--- config.mk ---
export PLATFORM = sky130hd
export DESIGN_NAME = grq_ram
export DESIGN_NICKNAME = d
export VERILOG_FILES = /design/src/sv/grq_ram.sv
export SDC_FILE = /design/constraint.sdc
export NUM_CORES = 2
export LEC_CHECK = 0
export ABC_CLOCK_PERIOD_IN_PS = 5800
export BUFFER_PORTS_ARGS = -buffer_cell sky130_fd_sc_hd__buf_2
export CAP_MARGIN = 10
export CORE_UTILIZATION = 57
export CTS_CLUSTER_DIAMETER = 80
export DETAILED_ROUTE_END_ITERATION = 10
export PLACE_DENSITY = 0.76
export SLEW_MARGIN = 20
export SYNTH_ARGS = -nofsm -noshare
export SYNTH_HDL_FRONTEND = slang
export SYNTH_SLANG_ARGS = --single-unit
--- constraint.sdc ---
create_clock -name clk -period 5.8 [get_ports clk]
set_input_delay 0.29 -clock clk [delete_from_list [all_inputs] [get_ports clk]]
set_output_delay 0.29 -clock clk [all_outputs]
set_load 0.02 [all_outputs]
--- src/sv/grq_ram.sv ---
module grq_ram #(
    parameter int WIDTH = 64,
    parameter int DEPTH = 64
)(
    input  logic                     clk,
    input  logic                     we,
    input  logic [$clog2(DEPTH)-1:0] waddr,
    input  logic [WIDTH-1:0]         wdata,
    input  logic [$clog2(DEPTH)-1:0] raddr,
    output logic [WIDTH-1:0]         rdata
);

    logic [WIDTH-1:0] mem [DEPTH];

    always_ff @(posedge clk)
    begin
        if (we)
        begin
            mem[waddr] <= wdata;
        end
        rdata <= mem[raddr];
    end

endmodule

==> results.sh <==
export IMPL_cts_tree="built"
export IMPL_power_leakage_uw=0.0550
export IMPL_drc_errors=0
export IMPL_clockBufferDepth=4
export IMPL_p_per_area_nw_per_um2=356
export IMPL_syn_nets=6676
export IMPL_grt_max_degree=122
export IMPL_met3_usage_pct=7.96
export IMPL_path_cells="buf_2 > nor2b_1 > nand3_1 > nor2_4 > buf_4"
export IMPL_clk_insertion_delay_late_ns=0.98
export IMPL_required_ns=6.37
export IMPL_fill_cells=16100
export IMPL_cp_top_family="simple AND/OR/NAND/NOR gates"
export IMPL_setup_viol=0
export IMPL_yosysSeqAreaShare_pct=79.5
export IMPL_gp_congestion=0.821
export IMPL_drv_slew=0
export IMPL_busiest_layer="met2"
export IMPL_grt_pass1_wl_um=600000
export IMPL_drv_cap=0
export IMPL_numCtsBuffers=400
export IMPL_worst_setup_path_start_kind="input port"
export IMPL_ctsResizeCount=0
export IMPL_dieWidth_um=526
export IMPL_num_rows=191
export IMPL_drt_iter0_drc=12900
export IMPL_vias=78200
export IMPL_rsz0062_at_grt="no"
export IMPL_syn_to_final_growth_pct=12.8
export IMPL_grt_overflow=0
export IMPL_syn_inst=6598
export IMPL_end_kind="register"
export IMPL_grt_usage_pct=31.2
export IMPL_synth_flop_cell="edfxtp_1"
export IMPL_ys_types=33
export IMPL_whs_path_depth=1
export IMPL_fin_crit_ns=2.76
export IMPL_synth_area_leaders="edfxtp_1 (79%), mux4_2 (15%), mux2i_1 (0.86%)"
export IMPL_use_met2_pct=47.9
export IMPL_dieArea_um2=276000
export IMPL_detail_route_antenna_nets=0
export IMPL_initial_core_util_pct=57.5
export IMPL_hold_path_class="in2reg"
export IMPL_post_synth_top_area_cell="edfxtp_1"
export IMPL_cp_num_cells=5
export IMPL_syn_mean_instance_area_um2=23.7
export IMPL_synth_warning_count=0
export IMPL_global_route_usage_met1_pct=41.8
export IMPL_crit_buf_inv=2
export IMPL_reg2reg_depth=5
export IMPL_firstDrtPassIters=7
export IMPL_clkSinkCount=4160
export IMPL_holdWs_ns=0.0362
export IMPL_seqCellArea_um2=124000
export IMPL_clk_pin_slew_ns=0.06
export IMPL_outcome="completed"
export IMPL_wl_per_cell_um=39.3
export IMPL_h_tree_depth=5
export IMPL_tns_ns=0
export IMPL_synth_edf_count=4096
export IMPL_cpMaxStageDelayCell="nor2_4"
export IMPL_fin_skew_ns=0.0681
export IMPL_netlist_area_um2=156000
export IMPL_max_slew_margin_pct=21.4
export IMPL_synth_top_area_share_pct=78.7
export IMPL_hpwl_um=220000
export IMPL_cp_data_arrival_time_ns=3.33
export IMPL_core_area_um2=272000
export IMPL_cts_root_buffer="clkbuf_16"
export IMPL_finalHoldViolCount=0
export IMPL_antenna_found_initial=32
export IMPL_die_height_um=526
export IMPL_ys_async_sr_fraction_pct=0
export IMPL_nNetsFinal=7067
export IMPL_portBuffers=141
export IMPL_ys_seq_elements=4160
export IMPL_fmax_mhz=363
export IMPL_via_per_inst=7.16
export IMPL_grt_pass1_vias=78600
export IMPL_post_cts_setup_buffer_count=0
export IMPL_worstSetupPathType="in2reg"
export IMPL_cts_hold_buffers=1
export IMPL_layout_drive_gt1_share_pct=28.1
export IMPL_post_route_period_util_pct=47.5
export IMPL_top_level_ports=142
export IMPL_worstPathMaxFanout=28
export IMPL_max_stage_delay_ns=1.04
export IMPL_irDropWorstVdd_mv=0.311
export IMPL_multi_input_area_um2=30800
export IMPL_wl_um=430000
export IMPL_worst_pin_slew_ns=1.18
-- cell usage in the layout, fill, tap and decap left out, drive strengths merged --
cell type,Yosys,final
a31oi,18,18
inv,19,27
or2,28,28
a22oi,168,168
and3,64,64
dfxtp,64,64
nand4,2,2
mux2i,135,135
clkinv,0,167
a2bb2oi,19,19
o22ai,83,83
a211oi,63,63
a31o,1,1
nor2b,28,28
edfxtp,4096,4096
nand2b,11,11
and2,3,3
diode,0,22
a22o,88,88
nor3,2,2
bufinv,0,33
a41oi,26,26
nand3b,2,2
dlygate4sd3,0,21
nand3,45,45
buf,230,338
clkbuf,140,524
or3b,1,1
or3,29,29
nor2,112,112
nand4b,1,1
mux4,1024,1024
clkinvlp,0,11
o221ai,38,38
nand2,58,58
-- Yosys cell counts, types with 6 or more instances --
cell	instances
clkbuf_1	140
buf_6	6
a41oi_1	26
and3_1	64
nor2_1	112
or2_2	28
mux4_2	1024
buf_1	20
nand2b_1	11
inv_1	19
nand3_1	45
a22o_1	88
mux2i_1	135
buf_4	34
buf_2	170
dfxtp_1	64
a2bb2oi_1	19
a22oi_1	168
a31oi_1	18
a211oi_1	63
o221ai_1	38
nor2b_1	28
o22ai_1	83
edfxtp_1	4096
nand2_1	58
or3_1	29
-- worst paths after layout --
check                                      startpoint                    to  slack [ns]
worst min-delay path                         wdata[0]  mem[43][0]$_DFFE_PP_        0.04
worst max register to register  mem[11][62]$_DFFE_PP_     rdata[62]$_DFF_P_        3.50
worst max-delay path                         waddr[2]  mem[21][1]$_DFFE_PP_        3.04
worst min register to register  mem[62][46]$_DFFE_PP_     rdata[46]$_DFF_P_        0.84
-- report_power, final --
| part | switching, uW | leakage [uW] | internal (uW) |
|---|---|---|---|
| clock | 11500 | 0.00648 | 14800 |
| sequential | 187 | 0.0374 | 33300 |
| combinational | 1880 | 0.0111 | 1060 |
-- cell families (layout without fill, tap and decap cells) --
| family | count (synthesis) | after routing | share of synthesized area (%) |
|---|---|---|---|
| AOI/OAI and AO/OA | 504 | 504 | 2.48 |
| and+or+nand+nor | 386 | 386 | 1.24 |
| other | 0 | 22 | 0 |
| DFF | 4160 | 4160 | 79.5 |
| buffers and inverters | 389 | 1121 | 1.18 |
| muxes | 1159 | 1159 | 15.6 |
-- registers in the layout, indices dropped and copies added (netlist names) --
register  flops
rdata        64
mem        4096
-- area by class of cell --
type                       instances  share of cell area, %
antenna                           22                 0.0312
clock buffer                     524                   6.16
clock inverter                   219                   1.39
inverter                          19                 0.0404
multi-input combinational       2049                   17.5
sequential                      4160                   70.5
tap                             3570                   2.53
timing repair buffer             359                   1.91
-- worst reg2reg max path, stage by stage (launching register included) --
cell,delay (ns)
edfxtp_1,0.37
mux4_2,0.48
nor2b_1,0.15
a211oi_1,0.79
o22ai_1,0.19
and3_1,0.20
-- per-layer routing --
metal	part of all wire, %	vias to the layer above
met1	33	40800
met4	5.7	18
met2	47	6875
li1	-	29300
met5	0.045	-
met3	14	1216
-- metrics by stage --
step,total power [uW],instance area (um^2),util (%),setup WS (ns),cells
after floorplan,35600,156000,-,0.0740,6598
after global placement,36900,163000,59.8,2.24,10100
after detailed placement,37000,163000,59.8,2.23,10100
after CTS,62800,176000,64.7,3.17,10900
after global routing,64000,176000,64.9,3.11,10900
final,62700,176000,64.9,3.04,10900
Note: power is estimated with default switching activity, not from simulation.
